File: src/rtl/ps2m_pkg.sv
// Shared types and constants for the PS/2 mouse cursor tracker.
package ps2m_pkg;

    localparam int unsigned POS_W    = 12;
    localparam int unsigned SCREEN_W = 13;
    localparam int unsigned DELTA_W  = 9;
    localparam int unsigned CURSOR_SZ_W = 7;

    localparam logic [POS_W-1:0]    POS_RESET    = 12'd100;
    localparam logic [SCREEN_W-1:0] WIDTH_RESET  = 13'd1024;
    localparam logic [SCREEN_W-1:0] HEIGHT_RESET = 13'd768;

    // register indexes on the config port
    localparam logic REG_SCREEN_WIDTH  = 1'b0;
    localparam logic REG_SCREEN_HEIGHT = 1'b1;

    // what a queued word asks of the back end
    localparam logic [1:0] KIND_NONE = 2'd0;
    localparam logic [1:0] KIND_MOVE = 2'd1;
    localparam logic [1:0] KIND_ERR  = 2'd2;

    typedef struct packed {
        logic [1:0]                kind;
        logic [2:0]                buttons;  // middle, right, left
        logic signed [DELTA_W-1:0] dx;
        logic signed [DELTA_W-1:0] dy;
    } q_entry_t;

    typedef struct packed {
        logic [POS_W-1:0] x;
        logic [POS_W-1:0] y;
    } bounds_t;

    // Largest allowed position: screen - cursor - 1, held to 0 .. 4095.
    function automatic logic [POS_W-1:0] clamp_bound(
        input logic [SCREEN_W-1:0]    screen,
        input logic [CURSOR_SZ_W-1:0] cursor
    );
        logic signed [SCREEN_W+1:0] diff;
        diff = $signed({2'b00, screen}) - $signed({8'd0, cursor}) - 15'sd1;
        if (diff < 0) begin
            return '0;
        end else if (diff > $signed({3'b000, {POS_W{1'b1}}})) begin
            return {POS_W{1'b1}};
        end else begin
            return diff[POS_W-1:0];
        end
    endfunction

endpackage

File: src/rtl/ps2_mouse_cursor_tracker.sv
// Path: each byte's result word is registered in the queue, then in stage 1, then in the output register.
// Throughput: one byte per cycle while the output is not stalled, set by the 2-entry queue and the two
// back-end stages, which pass ready through so every stage moves each cycle unless m_ready holds it.
// Reset (aresetn, synchronous): phase to header byte, buttons and signs clear,
// cursor at (100, 100), screen size 1024 x 768, queue and output empty.
module ps2_mouse_cursor_tracker #(
    parameter int unsigned MOVE_DIVISOR = 1,
    parameter int unsigned CURSOR_W     = 16,
    parameter int unsigned CURSOR_H     = 16
) (
    input  logic                       aclk,
    input  logic                       aresetn,
    input  logic                       psel,
    input  logic                       penable,
    input  logic                       pwrite,
    input  logic [2:0]                 paddr,
    input  logic [31:0]                pwdata,
    output logic [31:0]                prdata,
    output logic                       pready,
    input  logic                       s_valid,
    output logic                       s_ready,
    input  logic [7:0]                 s_data_byte,
    output logic                       m_valid,
    input  logic                       m_ready,
    output logic                       m_left_button,
    output logic                       m_right_button,
    output logic                       m_middle_button,
    output logic [ps2m_pkg::POS_W-1:0] m_cursor_x,
    output logic [ps2m_pkg::POS_W-1:0] m_cursor_y,
    output logic                       m_packet_done,
    output logic                       m_sync_error
);
    import ps2m_pkg::*;

    logic [SCREEN_W-1:0] width_reg, height_reg;
    logic                cfg_write;
    bounds_t             bounds;
    logic                q_push, q_full, q_valid, q_pop;
    q_entry_t            push_word, pop_word;

    assign pready    = 1'b1;
    assign cfg_write = psel && penable && pwrite && pready;

    always_ff @(posedge aclk) begin
        if (!aresetn) begin
            width_reg  <= WIDTH_RESET;
            height_reg <= HEIGHT_RESET;
        end else if (cfg_write) begin
            unique case (paddr[2])
                REG_SCREEN_WIDTH:  width_reg  <= pwdata[SCREEN_W-1:0];
                REG_SCREEN_HEIGHT: height_reg <= pwdata[SCREEN_W-1:0];
                default: ;
            endcase
        end
    end

    always_comb begin
        unique case (paddr[2])
            REG_SCREEN_WIDTH:  prdata = {{(32-SCREEN_W){1'b0}}, width_reg};
            REG_SCREEN_HEIGHT: prdata = {{(32-SCREEN_W){1'b0}}, height_reg};
            default:           prdata = '0;
        endcase
    end

    // config must change only while idle (the block does not enforce it), so the bounds need no pipelining
    assign bounds.x = clamp_bound(width_reg, CURSOR_SZ_W'(CURSOR_W));
    assign bounds.y = clamp_bound(height_reg, CURSOR_SZ_W'(CURSOR_H));

    ps2m_front u_front (
        .aclk        (aclk),
        .aresetn     (aresetn),
        .s_valid     (s_valid),
        .s_ready     (s_ready),
        .s_data_byte (s_data_byte),
        .q_push      (q_push),
        .q_word      (push_word),
        .q_full      (q_full)
    );

    ps2m_queue u_queue (
        .aclk      (aclk),
        .aresetn   (aresetn),
        .push      (q_push),
        .push_word (push_word),
        .full      (q_full),
        .pop_valid (q_valid),
        .pop_word  (pop_word),
        .pop       (q_pop)
    );

    ps2m_back #(
        .MOVE_DIVISOR (MOVE_DIVISOR)
    ) u_back (
        .aclk            (aclk),
        .aresetn         (aresetn),
        .q_valid         (q_valid),
        .q_word          (pop_word),
        .q_pop           (q_pop),
        .bounds          (bounds),
        .m_valid         (m_valid),
        .m_ready         (m_ready),
        .m_left_button   (m_left_button),
        .m_right_button  (m_right_button),
        .m_middle_button (m_middle_button),
        .m_cursor_x      (m_cursor_x),
        .m_cursor_y      (m_cursor_y),
        .m_packet_done   (m_packet_done),
        .m_sync_error    (m_sync_error)
    );

endmodule

File: src/rtl/ps2m_front.sv
// Front end: tracks the packet phase and turns each byte into a queue word.
module ps2m_front (
    input  logic              aclk,
    input  logic              aresetn,
    input  logic              s_valid,
    output logic              s_ready,
    input  logic [7:0]        s_data_byte,
    output logic              q_push,
    output ps2m_pkg::q_entry_t q_word,
    input  logic              q_full
);
    import ps2m_pkg::*;

    localparam logic [1:0] PHASE_HDR = 2'd0;
    localparam logic [1:0] PHASE_X   = 2'd1;
    localparam logic [1:0] PHASE_Y   = 2'd2;

    logic [1:0] phase_reg, phase_next;
    logic [2:0] buttons_reg, buttons_next;
    logic [1:0] signs_reg, signs_next;     // bit 0 X sign, bit 1 Y sign
    logic [7:0] held_x_reg, held_x_next;
    logic       accept;

    assign s_ready = !q_full;
    assign accept  = s_valid && s_ready;
    assign q_push  = accept;

    always_comb begin
        phase_next   = phase_reg;
        buttons_next = buttons_reg;
        signs_next   = signs_reg;
        held_x_next  = held_x_reg;
        q_word.kind  = KIND_NONE;
        q_word.dx    = $signed({signs_reg[0], held_x_reg});
        q_word.dy    = $signed({signs_reg[1], s_data_byte});
        unique case (phase_reg)
            PHASE_X: begin
                held_x_next = s_data_byte;
                phase_next  = PHASE_Y;
            end
            PHASE_Y: begin
                q_word.kind = KIND_MOVE;
                phase_next  = PHASE_HDR;
            end
            default: begin
                // header byte; unreachable phase three behaves the same
                buttons_next = s_data_byte[2:0];
                if (!s_data_byte[3]) begin
                    q_word.kind = KIND_ERR;
                    phase_next  = PHASE_HDR;
                end else begin
                    signs_next = s_data_byte[5:4];
                    phase_next = PHASE_X;
                end
            end
        endcase
        q_word.buttons = buttons_next;
    end

    always_ff @(posedge aclk) begin
        if (!aresetn) begin
            phase_reg   <= PHASE_HDR;
            buttons_reg <= '0;
            signs_reg   <= '0;
            held_x_reg  <= '0;
        end else if (accept) begin
            phase_reg   <= phase_next;
            buttons_reg <= buttons_next;
            signs_reg   <= signs_next;
            held_x_reg  <= held_x_next;
        end
    end

endmodule

File: src/rtl/ps2m_queue.sv
// Two-entry queue between the byte front end and the cursor back end.
module ps2m_queue (
    input  logic               aclk,
    input  logic               aresetn,
    input  logic               push,
    input  ps2m_pkg::q_entry_t push_word,
    output logic               full,
    output logic               pop_valid,
    output ps2m_pkg::q_entry_t pop_word,
    input  logic               pop
);
    import ps2m_pkg::*;

    localparam int unsigned DEPTH = 2;
    localparam int unsigned PTR_W = $clog2(DEPTH);

    q_entry_t         store_reg [DEPTH];
    logic [PTR_W-1:0] wr_ptr_reg, rd_ptr_reg;
    logic [PTR_W:0]   count_reg, count_next;

    assign full      = (count_reg == (PTR_W+1)'(DEPTH));
    assign pop_valid = (count_reg != '0);
    assign pop_word  = store_reg[rd_ptr_reg];

    always_comb begin
        count_next = count_reg;
        if (push && !pop) begin
            count_next = count_reg + 1'b1;
        end else if (pop && !push) begin
            count_next = count_reg - 1'b1;
        end
    end

    always_ff @(posedge aclk) begin
        if (push) begin
            store_reg[wr_ptr_reg] <= push_word;
        end
    end

    always_ff @(posedge aclk) begin
        if (!aresetn) begin
            wr_ptr_reg <= '0;
            rd_ptr_reg <= '0;
            count_reg  <= '0;
        end else begin
            if (push) begin
                wr_ptr_reg <= (wr_ptr_reg == PTR_W'(DEPTH-1)) ? '0 : wr_ptr_reg + 1'b1;
            end
            if (pop) begin
                rd_ptr_reg <= (rd_ptr_reg == PTR_W'(DEPTH-1)) ? '0 : rd_ptr_reg + 1'b1;
            end
            count_reg <= count_next;
        end
    end

`ifndef SYNTH
    a_count_in_range: assert property (@(posedge aclk) disable iff (!aresetn)
        count_reg <= (PTR_W+1)'(DEPTH))
        else $error("queue fill count beyond depth");
    a_no_pop_empty: assert property (@(posedge aclk) disable iff (!aresetn)
        pop |-> count_reg != '0)
        else $error("queue popped while empty");
`endif

endmodule

File: src/rtl/ps2m_back.sv
// Back end: scales deltas, updates and clamps the cursor, holds the result word.
module ps2m_back #(
    parameter int unsigned MOVE_DIVISOR = 1
) (
    input  logic                            aclk,
    input  logic                            aresetn,
    input  logic                            q_valid,
    input  ps2m_pkg::q_entry_t              q_word,
    output logic                            q_pop,
    input  ps2m_pkg::bounds_t               bounds,
    output logic                            m_valid,
    input  logic                            m_ready,
    output logic                            m_left_button,
    output logic                            m_right_button,
    output logic                            m_middle_button,
    output logic [ps2m_pkg::POS_W-1:0]      m_cursor_x,
    output logic [ps2m_pkg::POS_W-1:0]      m_cursor_y,
    output logic                            m_packet_done,
    output logic                            m_sync_error
);
    import ps2m_pkg::*;

    // reciprocal is exact for magnitudes up to 256 and divisors up to 16
    localparam int unsigned RECIP_SHIFT = 16;
    localparam int unsigned RECIP = ((1 << RECIP_SHIFT) + MOVE_DIVISOR - 1) / MOVE_DIVISOR;
    localparam int unsigned RECIP_W = RECIP_SHIFT + 1;
    localparam int unsigned PROD_W = DELTA_W + RECIP_W;
    localparam int unsigned SUM_W = POS_W + 2;

    function automatic logic signed [DELTA_W-1:0] scale(input logic signed [DELTA_W-1:0] d);
        logic [DELTA_W-1:0] mag;
        logic [PROD_W-1:0]  prod;
        logic [DELTA_W-1:0] q;
        mag  = d[DELTA_W-1] ? (~d + 1'b1) : d;
        prod = PROD_W'(mag) * PROD_W'(RECIP);
        q    = prod[RECIP_SHIFT +: DELTA_W];
        return d[DELTA_W-1] ? $signed(~q + 1'b1) : $signed(q);
    endfunction

    function automatic logic [POS_W-1:0] clamp_pos(
        input logic signed [SUM_W-1:0] p,
        input logic [POS_W-1:0]        hi
    );
        if (p < 0) begin
            return '0;
        end else if (p[SUM_W-2:0] > {1'b0, hi}) begin
            return hi;
        end else begin
            return p[POS_W-1:0];
        end
    endfunction

    // stage 1: scaled deltas
    logic                      s1_valid_reg;
    logic [1:0]                s1_kind_reg;
    logic [2:0]                s1_buttons_reg;
    logic signed [DELTA_W-1:0] s1_dx_reg, s1_dy_reg;
    logic                      s1_ready;
    logic                      out_load;

    logic [POS_W-1:0]          pos_x_reg, pos_y_reg;
    logic [POS_W-1:0]          pos_x_next, pos_y_next;
    logic signed [SUM_W-1:0]   sum_x, sum_y;
    logic                      s1_move;

    logic                      m_valid_reg;
    logic [2:0]                out_buttons_reg;
    logic [POS_W-1:0]          out_x_reg, out_y_reg;
    logic                      out_done_reg, out_err_reg;

    assign out_load = s1_valid_reg && (!m_valid_reg || m_ready);
    assign s1_ready = !s1_valid_reg || out_load;
    assign q_pop    = q_valid && s1_ready;
    assign s1_move  = (s1_kind_reg == KIND_MOVE);

    assign sum_x = $signed({2'b00, pos_x_reg}) + SUM_W'(s1_dx_reg);
    assign sum_y = $signed({2'b00, pos_y_reg}) - SUM_W'(s1_dy_reg);

    always_comb begin
        pos_x_next = pos_x_reg;
        pos_y_next = pos_y_reg;
        if (s1_move) begin
            pos_x_next = clamp_pos(sum_x, bounds.x);
            pos_y_next = clamp_pos(sum_y, bounds.y);
        end
    end

    always_ff @(posedge aclk) begin
        if (q_pop) begin
            s1_kind_reg    <= q_word.kind;
            s1_buttons_reg <= q_word.buttons;
            s1_dx_reg      <= scale(q_word.dx);
            s1_dy_reg      <= scale(q_word.dy);
        end
        if (out_load) begin
            out_buttons_reg <= s1_buttons_reg;
            out_x_reg       <= pos_x_next;
            out_y_reg       <= pos_y_next;
            out_done_reg    <= s1_move;
            out_err_reg     <= (s1_kind_reg == KIND_ERR);
        end
    end

    always_ff @(posedge aclk) begin
        if (!aresetn) begin
            s1_valid_reg <= 1'b0;
            m_valid_reg  <= 1'b0;
            pos_x_reg    <= POS_RESET;
            pos_y_reg    <= POS_RESET;
        end else begin
            if (s1_ready) begin
                s1_valid_reg <= q_valid;
            end
            if (out_load) begin
                m_valid_reg <= 1'b1;
                pos_x_reg   <= pos_x_next;
                pos_y_reg   <= pos_y_next;
            end else if (m_ready) begin
                m_valid_reg <= 1'b0;
            end
        end
    end

    assign m_valid         = m_valid_reg;
    assign m_left_button   = out_buttons_reg[0];
    assign m_right_button  = out_buttons_reg[1];
    assign m_middle_button = out_buttons_reg[2];
    assign m_cursor_x      = out_x_reg;
    assign m_cursor_y      = out_y_reg;
    assign m_packet_done   = out_done_reg;
    assign m_sync_error    = out_err_reg;

`ifndef SYNTH
    a_done_err_excl: assert property (@(posedge aclk) disable iff (!aresetn)
        m_valid_reg |-> !(out_done_reg && out_err_reg))
        else $error("packet done and sync error on one word");
    a_move_in_bounds: assert property (@(posedge aclk) disable iff (!aresetn)
        (m_valid_reg && out_done_reg) |-> (out_x_reg <= bounds.x && out_y_reg <= bounds.y))
        else $error("cursor outside clamp bounds after a move");
    a_pos_only_on_move: assert property (@(posedge aclk) disable iff (!aresetn)
        !(out_load && s1_move) |=> ($stable(pos_x_reg) && $stable(pos_y_reg)))
        else $error("cursor moved without a completed packet");
`endif

endmodule

File: config.mk
export PLATFORM = sky130hd
export DESIGN_NAME = ps2_mouse_cursor_tracker
export DESIGN_NICKNAME = d
export VERILOG_FILES = /design/src/rtl/ps2m_pkg.sv /design/src/rtl/ps2_mouse_cursor_tracker.sv /design/src/rtl/ps2m_front.sv /design/src/rtl/ps2m_queue.sv /design/src/rtl/ps2m_back.sv
export SDC_FILE = /design/constraint.sdc
export NUM_CORES = 1
export LEC_CHECK = 0
export BUFFER_PORTS_ARGS = -buffer_cell sky130_fd_sc_hd__buf_4
export CORE_MARGIN = 5
export CORE_UTILIZATION = 36
export CTS_CLUSTER_DIAMETER = 200
export DETAILED_ROUTE_END_ITERATION = 10
export HOLD_SLACK_MARGIN = 0.03
export PLACE_DENSITY = 0.64
export SLEW_MARGIN = 10
export SYNTH_ARGS = -nofsm -noshare
export SYNTH_HDL_FRONTEND = slang
export SYNTH_HIERARCHICAL = 1
export SYNTH_SLANG_ARGS = --single-unit
File: constraint.sdc
create_clock -name aclk -period 10.8 [get_ports aclk]
set_input_delay 0.54 -clock aclk [delete_from_list [all_inputs] [get_ports aclk]]
set_output_delay 0.54 -clock aclk [all_outputs]
set_load 0.05 [all_outputs]
==> metrics.cfg, run 1 <==
[power_and_ir_drop]
peakVddDrop_uv = 109
p_sw_uw = 1380
p_sw_share_pct = 43.6
power.internal_uw = 1780
p_clk_share_pct = 20.4
powerDensity_mw_per_mm2 = 252
seqPwrFrac_pct = 29.2
power_leakage_uw = 0.00478
p_comb_share_pct = 50.4

[clock_tree]
clk_pin_slew_ns = 0.08
cts_buffers = 17
cts-root-buf = clkbuf_16
holdBufCountCts = 0
postCtsSetupRepairBufs = 0
clock_sinks = 170
cts.repair.resized = 0
insertion_delay_ns = 0.44
cts_tree = done
cts.path.max_buffers = 2
h-tree-depth = 4

[cells_and_area]
largest_reg_flops = 46
num-fill-cells = 3100
drive_gt1_share_pct = 16.0
diodes = 0
regArea_mm2 = 0.00438
nNetsFinal = 1357
multiInputGateArea_mm2 = 0.00612
syn_to_final_growth_pct = 11.4

[grt]
overflow = 0
grt_util_all_layers_pct = 15.4
grt_pass1_wl_mm = 44.1
grt_start_max_net_pins = 68
antenna_found_initial = 0
grt_pass1_vias = 8458

[sta]
finalSetupViolCount = 0
fin_skew_ns = 0.0144
worst_slack_ns = 4.68
finalSetupTns_ns = 0
worst_slew_pin_slew_ns = 1.14
hold_violations = 0
maxSlewHeadroom_pct = 24.2
fmax_mhz = 164
fin_crit_ns = 6.12
rsz0062_at_grt = false
drv_slew = 0
fin_crit_sh_pct = 56.6

[routing]
route.detailed.drc = 0
vias_per_cell = 5.34
firstDrtPassIters = 5
final_antenna_net_count = 0
num_vias = 8799
drt_iter0_markers = 508
wl_per_cell_um = 16.6
drt_wl_total_mm = 27.4

[placed_design]
portBuffers = 72
place_congestion = 0.867
place_hpwl_mm = 20.0
pre_cts_ws_ns = 4.79

[logic_synthesis]
yosys.cell_types.count = 96
yosysTopAreaCell = edfxtp_1
syn_inst = 1206
synth_area_mm2 = 0.0113
synthTopCellsByArea = edfxtp_1, dfxtp_1, ha_1
synth-seq-area-share_pct = 39.0
synth_edf_count = 98
ys_seq_elements = 170
synth-main-ff-cell = edfxtp_1
synth_top_area_share_pct = 26.2
async_flop_share_pct = 0
yosys_warnings = 6
avgSynthCellArea_um2 = 9.33

[floorplanning]
start_util_pct = 36.6
core_area_mm2 = 0.0307
die-width_um = 187
die_y_um = 187
rows = 64
io_pins = 114
die-area_mm2 = 0.0349

[worst_setup_path]
worstSetupPathType = register to register
cp-end-kind = register
critical_path_arrival_ns = 6.28
critPathMaxStageDelay_ns = 0.91
worst-path-buf-inv = 2
crit_chain = inv_1 -> ha_1 -> o21bai_1 -> a211o_1 -> a31oi_1 -> a31oi_1 -> o2bb2ai_1 -> a21oi_1 -> inv_1 -> ha_1 -> a21o_1 -> a21oi_1 -> nor3b_1 -> a21boi_0 -> nor4_4 -> mux2i_1 -> o21ai_0
startpoint_type = register
crit_path_top_delay_cell = nor4_4
path_max_fanout = 13
required_ns = 10.97
crit_family = compound AO/OA/AOI/OAI gates

[hold_path]
min_path_type = input pin to register

[status]
status = finished, final reports clean

[job]
cap_violations = 0

-- stage by stage --
step / hold WS (ns) / cells / area [µm²] / util (%) / power (µW)
detailed placement: 0.418 / 1617 / 11900 / 38.7 / 2520
floorplan: 0.400 / 1224 / 11300 / - / 2150
global route: 0.279 / 1649 / 12500 / 40.8 / 3380
finish: 0.303 / 1649 / 12500 / 40.8 / 3160
global placement: 0.401 / 1617 / 11900 / 38.7 / 2490
CTS: 0.284 / 1649 / 12500 / 40.8 / 3180
-- path summary, 6_finish.rpt --
check / cells after the start / slack, ns / from / to
setup / recovery: 17 / 4.68 / width_reg[4]$_SDFFE_PN0P_ / u_back/m_cursor_x[0]$_DFFE_PP_
hold / removal: 1 / 0.30 / s_data_byte[6] / u_queue/store_reg[0][6]$_DFFE_PP_
setup reg to reg: 17 / 4.68 / width_reg[4]$_SDFFE_PN0P_ / u_back/m_cursor_x[0]$_DFFE_PP_
hold reg to reg: 0 / 0.42 / u_back/s1_buttons_reg[2]$_DFFE_PP_ / u_back/out_buttons_reg[2]$_DFFE_PP_
-- final cells by class --
cell class / instances / area share (%)
Multi-Input combinational cell: 890 / 48.9
Sequential cell: 170 / 35.0
Timing Repair Buffer: 79 / 4.73
Tap cell: 396 / 3.95
Clock buffer: 17 / 3.39
Inverter: 82 / 2.46
Clock inverter: 15 / 1.60
-- cells by family after synthesis --
group                    share of synthesized area, %
other                                          0.0668
AND/OR/NAND/NOR                                  17.5
flip-flops                                       39.0
AO/OA/AOI/OAI                                    18.8
XOR/XNOR                                         4.97
adder cells (fa/ha/maj)                          7.58
buffers and inverters                            7.27
multiplexers                                     4.85
-- cell usage in the layout, fill, tap and decap left out, drive strengths merged, types with 9 or more instances in the layout --
cell type,Yosys,routed
a21boi,33,33
a21o,13,13
a21oi,53,53
a31oi,18,18
and2,9,9
buf,53,79
clkbuf,29,17
conb,2,20
dfxtp,72,72
edfxtp,98,98
ha,65,65
inv,81,89
mux2,33,33
mux2i,17,17
nand2,163,163
nand2b,13,13
nand3,38,38
nand4,10,10
nor2,55,55
nor2b,20,20
nor3,25,25
o211ai,37,37
o21a,13,13
o21ai,64,64
o311ai,14,14
or2,9,9
xnor2,51,51
xor2,12,12
-- cell usage after synthesis (all sizes together), types with 14 or more instances --
library cell	n
a21boi	33
a21oi	53
a31oi	18
buf	53
clkbuf	29
dfxtp	72
edfxtp	98
ha	65
inv	81
mux2	33
mux2i	17
nand2	163
nand3	38
nor2	55
nor2b	20
nor3	25
o211ai	37
o21ai	64
o311ai	14
xnor2	51
-- power by group through the flow --
stage               clock network, µW  logic (µW)  registers (µW)
floorplan                           0        1140            1010
global placement                    0        1550             933
detailed placement                  0        1580             938
CTS                               662        1590             924
global route                      688        1760             937
finish                            645        1590             923
-- layer usage --
| metal | part of all wire [%] | global-route usage [%] | vias to the layer above |
|---|---|---|---|
| met4 | 1.4 | 4.15 | 0 |
| met5 | 0 | 0 | - |
| met3 | 4.2 | 2.82 | 26 |
| met1 | 46 | 20.4 | 4193 |
| met2 | 48 | 25.9 | 207 |
| li1 | - | - | 4373 |
Power figures use the tool's default switching activity.
==> run 2, diff against run 1 <==
==> constraint.sdc (replaced) <==
create_clock -name aclk -period 6.1 [get_ports aclk]
set_input_delay 0.305 -clock aclk [delete_from_list [all_inputs] [get_ports aclk]]
set_output_delay 0.305 -clock aclk [all_outputs]
set_load 0.05 [all_outputs]
==> run 2 against run 1 <==
Effect of this change: cell count up 0.30%; critical path depth decreased by 2; maximum frequency up 15%; cell area grew 0.37%; clock skew is 0.0080 ns higher; first-iteration DRC count rose by 8.1%; worst hold slack got worse by 0.22 ns; critical path type unchanged; critical endpoint is now u_back/m_cursor_y[2]$_DFFE_PP_.
==> metrics.cfg, run 2 (synthesis results as in run 1) <==
[worst_setup_path]
startpoint_type = register
worstSetupPathType = register to register
critical_path_arrival_ns = 5.45  ; -0.83 ns
path_max_fanout = 12  ; -1
required_ns = 6.24  ; -4.73 ns
critPathMaxStageDelay_ns = 0.67  ; -0.24 ns
cp-end-kind = register
crit_family = compound AO/OA/AOI/OAI gates
worst-path-buf-inv = 2  ; unchanged
rrSetupSlack_ns = 0.79  ; -3.89 ns
crit_chain = inv_1 -> ha_1 -> or4b_4 -> a2111o_1 -> a31o_1 -> a211oi_2 -> o21ai_2 -> a41oi_1 -> inv_1 -> ha_1 -> and3_1 -> a221oi_1 -> a21oi_1 -> or2_0 -> o311ai_0
crit_path_top_delay_cell = o311ai_0

[routing]
vias_per_cell = 5.32  ; -0.28%
final_antenna_net_count = 0  ; unchanged
wl_per_cell_um = 16.6  ; -0.28%
num_vias = 8801  ; +0.023%
route.detailed.drc = 0  ; unchanged
drt_wl_total_mm = 27.4  ; about the same
firstDrtPassIters = 5  ; unchanged
drt_iter0_markers = 549  ; +8.1%

[sta]
hold_violations = 0  ; unchanged
rsz0062_at_grt = false
fmax_mhz = 188  ; +15%
finalSetupTns_ns = 0  ; unchanged
drv_slew = 0  ; unchanged
hold_ws_ns = 0.0791  ; -0.224 ns
finalSetupViolCount = 0  ; unchanged
worst_slew_pin_slew_ns = 1.15  ; +0.0109 ns
fin_crit_sh_pct = 87.1  ; +30 points
fin_crit_ns = 5.31  ; -0.805 ns
maxSlewHeadroom_pct = 23.4  ; -0.73 points
fin_skew_ns = 0.0224  ; +0.00798 ns

[cells_and_area]
final_cell_mix = nand2_1, edfxtp_1, buf_4
final_common_cell = nand2_1
largest_reg_flops = 46  ; unchanged
syn_to_final_growth_pct = 11.8
nNetsFinal = 1362  ; +0.37%
diodes = 0  ; unchanged
drive_gt1_share_pct = 16.4  ; +0.33 points

[power_and_ir_drop]
p_clk_share_pct = 20.3  ; about the same
power.internal_uw = 3150  ; +77%
peakVddDrop_uv = 215  ; +98%
seqPwrFrac_pct = 29.4  ; +0.2 points
powerDensity_mw_per_mm2 = 448  ; +78%
p_comb_share_pct = 50.3  ; about the same
p_sw_uw = 2480  ; +80%
power_leakage_uw = 0.00481  ; +0.49%
p_sw_share_pct = 44.1  ; +0.43 points

[clock_tree]
h-tree-depth = 4  ; unchanged
holdBufCountCts = 0  ; unchanged
cts.path.max_buffers = 2  ; unchanged
cts.repair.resized = 0  ; unchanged
clk_pin_slew_ns = 0.08  ; about the same
cts-root-buf = clkbuf_16
insertion_delay_ns = 0.45  ; about the same
postCtsSetupRepairBufs = 0  ; unchanged
cts_tree = done
clock_sinks = 170  ; unchanged
cts_buffers = 17  ; unchanged

[floorplanning]
rows = 64  ; unchanged
die-width_um = 187  ; unchanged
core_area_mm2 = 0.0307  ; unchanged
die_y_um = 187  ; unchanged
start_util_pct = 36.6  ; unchanged
die-area_mm2 = 0.0349  ; unchanged
io_pins = 114  ; unchanged

[hold_path]
min_path_type = input pin to register

[grt]
overflow = 0  ; unchanged
grt_start_max_net_pins = 68  ; unchanged
antenna_found_initial = 0  ; unchanged
grt_pass1_wl_mm = 44.5  ; +0.89%
grt_util_all_layers_pct = 15.4  ; +0.017 points
grt_pass1_vias = 8480  ; +0.26%

[placed_design]
place_hpwl_mm = 20.1  ; +0.43%
place_congestion = 0.875  ; +0.91%
portBuffers = 72  ; unchanged

[job]
cap_violations = 0  ; unchanged

[status]
status = finished, final reports clean

-- run 2: cell types whose count changed in the layout (fill, tap and decap cells not counted) --
cell | previous run | this run
inv_6 | 4 | 1
bufinv_16 | 1 | 0
inv_12 | 0 | 3
clkinv_8 | 5 | 6
buf_4 | 79 | 84
-- run 2: routing by layer --
metal / up-vias / global-route usage [%] / wire [µm]
li1: 4375 / - / -
met2: 215 / 26.1 / 13300
met1: 4191 / 20.4 / 12500
met3: 20 / 2.62 / 1200
met5: - / 0 / 0
met4: 0 / 4.01 / 345
-- run 2: path summary, 6_finish.rpt --
check                                        endpoint  cells after the start                                from
setup / recovery       u_back/m_cursor_y[2]$_DFFE_PP_                     15          height_reg[4]$_SDFFE_PN0P_
hold / removal      u_queue/store_reg[1][6]$_DFFE_PP_                      1                      s_data_byte[6]
setup reg to reg       u_back/m_cursor_y[2]$_DFFE_PP_                     15          height_reg[4]$_SDFFE_PN0P_
hold reg to reg   u_back/out_buttons_reg[0]$_DFFE_PP_                      0  u_back/s1_buttons_reg[0]$_DFFE_PP_
-- run 2: power by group through the flow --
stage	logic [µW]	clock network, µW	registers (µW)
4_1_cts	2820	1170	1660
5_1_grt	3100	1230	1680
2_1_floorplan	2010	0	1790
3_3_place_gp	2740	0	1670
6_report	2830	1140	1650
3_5_place_dp	2800	0	1680
-- run 2: area by class of cell --
class                      instances  area [µm²]
tap                              396         495
fill                            3011       18200
multi-input combinational        890        6120
clock buffer                      17         425
clock inverter                    15         209
sequential                       170        4380
timing repair buffer              84         631
inverter                          82         308
-- run 2: through the flow --
step,setup slack (ns),std cells,utilization [%],power (µW),cell area [µm²]
floorplan,1.53,1224,-,3810,11300
global placement,0.885,1622,38.8,4410,11900
detailed placement,0.846,1622,38.8,4480,11900
CTS,0.809,1654,40.9,5650,12600
global route,0.247,1654,40.9,6000,12600
finish,0.790,1654,40.9,5630,12600
==> run 3, diff against run 2 <==
--- a/config.mk
+++ b/config.mk
@@ -7,11 +7,12 @@
 export LEC_CHECK = 0
 export BUFFER_PORTS_ARGS = -buffer_cell sky130_fd_sc_hd__buf_4
 export CORE_MARGIN = 5
-export CORE_UTILIZATION = 36
+export CORE_UTILIZATION = 45
 export CTS_CLUSTER_DIAMETER = 200
 export DETAILED_ROUTE_END_ITERATION = 10
 export HOLD_SLACK_MARGIN = 0.03
-export PLACE_DENSITY = 0.64
+export PLACE_DENSITY = 0.75
+export SKIP_LAST_GASP = 1
 export SLEW_MARGIN = 10
 export SYNTH_ARGS = -nofsm -noshare
 export SYNTH_HDL_FRONTEND = slang
==> run 3 against run 2 <==
Effect of this change: cell count is 4.4% lower; via count up 1.5%; sequential power hardly changed; clock skew is 0.010 ns lower; core utilization rose by 10 points; combinational power barely moved; clock power is essentially flat; first-iteration DRC count decreased by 2.6%.
==> metrics.cfg, run 3 (synthesis results as in run 1) <==
[floorplanning]
die_y_um = 168  ; -10%
die-width_um = 168  ; -10%
die-area_mm2 = 0.0283  ; -19%
io_pins = 114  ; unchanged
core_area_mm2 = 0.0245  ; -20%
rows = 57  ; -11%
start_util_pct = 46.0  ; +9.4 points

[routing]
wl_per_cell_um = 16.7  ; +0.68%
drt_iter0_markers = 535  ; -2.6%
wl_met3_mm = 1.12  ; -6.6%
vias_per_cell = 5.65  ; +6.2%
firstDrtPassIters = 5  ; unchanged
drt_wl_total_mm = 26.3  ; -3.8%
routed.top_layer = met4
drt-met1-wl_mm = 12.2  ; -3.1%
route.met2.wl_mm = 12.5  ; -6.0%
num_vias = 8937  ; +1.5%
final_antenna_net_count = 0  ; unchanged
route.detailed.drc = 0  ; unchanged

[cells_and_area]
nNetsFinal = 1361  ; -0.073%
largest_reg_flops = 46  ; unchanged
final_common_cell = nand2_1
diodes = 0  ; unchanged
drive_gt1_share_pct = 16.3  ; -0.067 points
num-fill-cells = 2207  ; -27%
final_cell_mix = nand2_1, edfxtp_1, buf_4
syn_to_final_growth_pct = 11.0

[job]
cap_violations = 0  ; unchanged

[power_and_ir_drop]
power_leakage_uw = 0.00481  ; about the same
power_uw = 5620  ; about the same
peakVddDrop_uv = 248  ; +16%
powerDensity_mw_per_mm2 = 451  ; +0.65%

[worst_setup_path]
worstSetupPathType = register to register
worst-path-buf-inv = 3  ; +1
required_ns = 6.26  ; +0.02 ns
startpoint_type = register
critPathMaxStageDelay_ns = 0.43  ; -0.24 ns
cp-end-kind = register
path_max_fanout = 13  ; +1
critical_path_arrival_ns = 5.49  ; +0.04 ns
crit_chain = inv_1 -> ha_1 -> nor4bb_1 -> a31oi_1 -> o311a_1 -> nor4b_1 -> o2111ai_1 -> a31oi_1 -> inv_1 -> ha_1 -> a211oi_1 -> nor2_1 -> nor3b_1 -> a21boi_0 -> nor4_4 -> buf_4 -> mux2i_1 -> o21ai_0
crit_family = compound AO/OA/AOI/OAI gates
crit_path_top_delay_cell = dfxtp_1

[clock_tree]
holdBufCountCts = 0  ; unchanged
insertion_delay_ns = 0.44  ; about the same
clk_pin_slew_ns = 0.08  ; about the same
postCtsSetupRepairBufs = 0  ; unchanged
cts-root-buf = clkbuf_16
cts_tree = done
clock_sinks = 170  ; unchanged
cts.path.max_buffers = 2  ; unchanged
h-tree-depth = 4  ; unchanged
cts.repair.resized = 0  ; unchanged
cts_buffers = 17  ; unchanged

[sta]
fin_skew_ns = 0.0123  ; -0.0101 ns
fmax_mhz = 187  ; -0.52%
finalSetupTns_ns = 0  ; unchanged
rsz0062_at_grt = false
maxSlewHeadroom_pct = 28.1  ; +4.6 points
drv_slew = 0  ; unchanged
finalSetupViolCount = 0  ; unchanged
worst_slew_pin_slew_ns = 1.08  ; -0.0697 ns
hold_ws_ns = 0.0744  ; -0.00473 ns
hold_violations = 0  ; unchanged
fin_crit_sh_pct = 87.5  ; +0.45 points
fin_crit_ns = 5.34  ; +0.0276 ns

[placed_design]
place_hpwl_mm = 19.1  ; -5.0%
portBuffers = 72  ; unchanged
place_congestion = 0.900  ; +2.9%

[grt]
antenna_found_initial = 0  ; unchanged
grt_pass1_wl_mm = 43.0  ; -3.4%
grt_pass1_vias = 8557  ; +0.91%
grt_util_all_layers_pct = 18.5  ; +3.1 points
overflow = 0  ; unchanged
grt_start_max_net_pins = 68  ; unchanged

[hold_path]
min_path_type = input pin to register

[status]
status = finished, final reports clean

==> run 3: metal layers <==
layer | up-vias | global-route usage [%]
met1 | 4294 | 24.6
met5 | - | 0
li1 | 4376 | -
met3 | 41 | 2.74
met4 | 0 | 6.00
met2 | 226 | 31.0
==> run 3: worst paths after layout <==
check | slack, ns | endpoint | depth (start not counted) | from
setup / recovery | 0.76 | u_back/m_cursor_x[5]$_DFFE_PP_ | 18 | width_reg[4]$_SDFFE_PN0P_
hold reg to reg | 0.42 | u_back/out_buttons_reg[2]$_DFFE_PP_ | 0 | u_back/s1_buttons_reg[2]$_DFFE_PP_
setup reg to reg | 0.76 | u_back/m_cursor_x[5]$_DFFE_PP_ | 18 | width_reg[4]$_SDFFE_PN0P_
hold / removal | 0.07 | u_queue/store_reg[0][6]$_DFFE_PP_ | 1 | s_data_byte[6]
==> run 3: metrics by stage <==
stage,util [%],setup WS [ns],std cells,area [µm²]
floorplan,-,1.53,1224,11300
global placement,48.4,0.990,1549,11800
detailed placement,48.4,0.846,1549,11800
CTS,51.0,0.809,1581,12500
global route,51.0,0.266,1581,12500
finish,51.0,0.762,1581,12500
==> run 3: layout make-up <==
class | count | area (µm²) | area share [%]
flip-flops and latches | 170 | 4380 | 35.1
inverters | 82 | 308 | 2.47
well taps | 324 | 405 | 3.25
clock inverters | 15 | 213 | 1.70
repair buffers | 83 | 623 | 4.99
clock buffers | 17 | 425 | 3.41
multi-input cells | 890 | 6120 | 49.1
==> run 3: where the power goes <==
group	internal (µW)	switching (µW)	leakage, µW
combinational	1050	1770	0.00298
sequential	1520	127	0.00152
clock	605	550	0.000311
==> run 3: worst reg2reg max path, cell delays in order (launching register included) <==
cell and delay [ns]:
dfxtp_1 0.43, inv_1 0.17, ha_1 0.40, nor4bb_1 0.33
a31oi_1 0.15, o311a_1 0.42, nor4b_1 0.33, o2111ai_1 0.30
a31oi_1 0.39, inv_1 0.08, ha_1 0.32, a211oi_1 0.23
nor2_1 0.08, nor3b_1 0.19, a21boi_0 0.17, nor4_4 0.29
buf_4 0.27, mux2i_1 0.33, o21ai_0 0.16
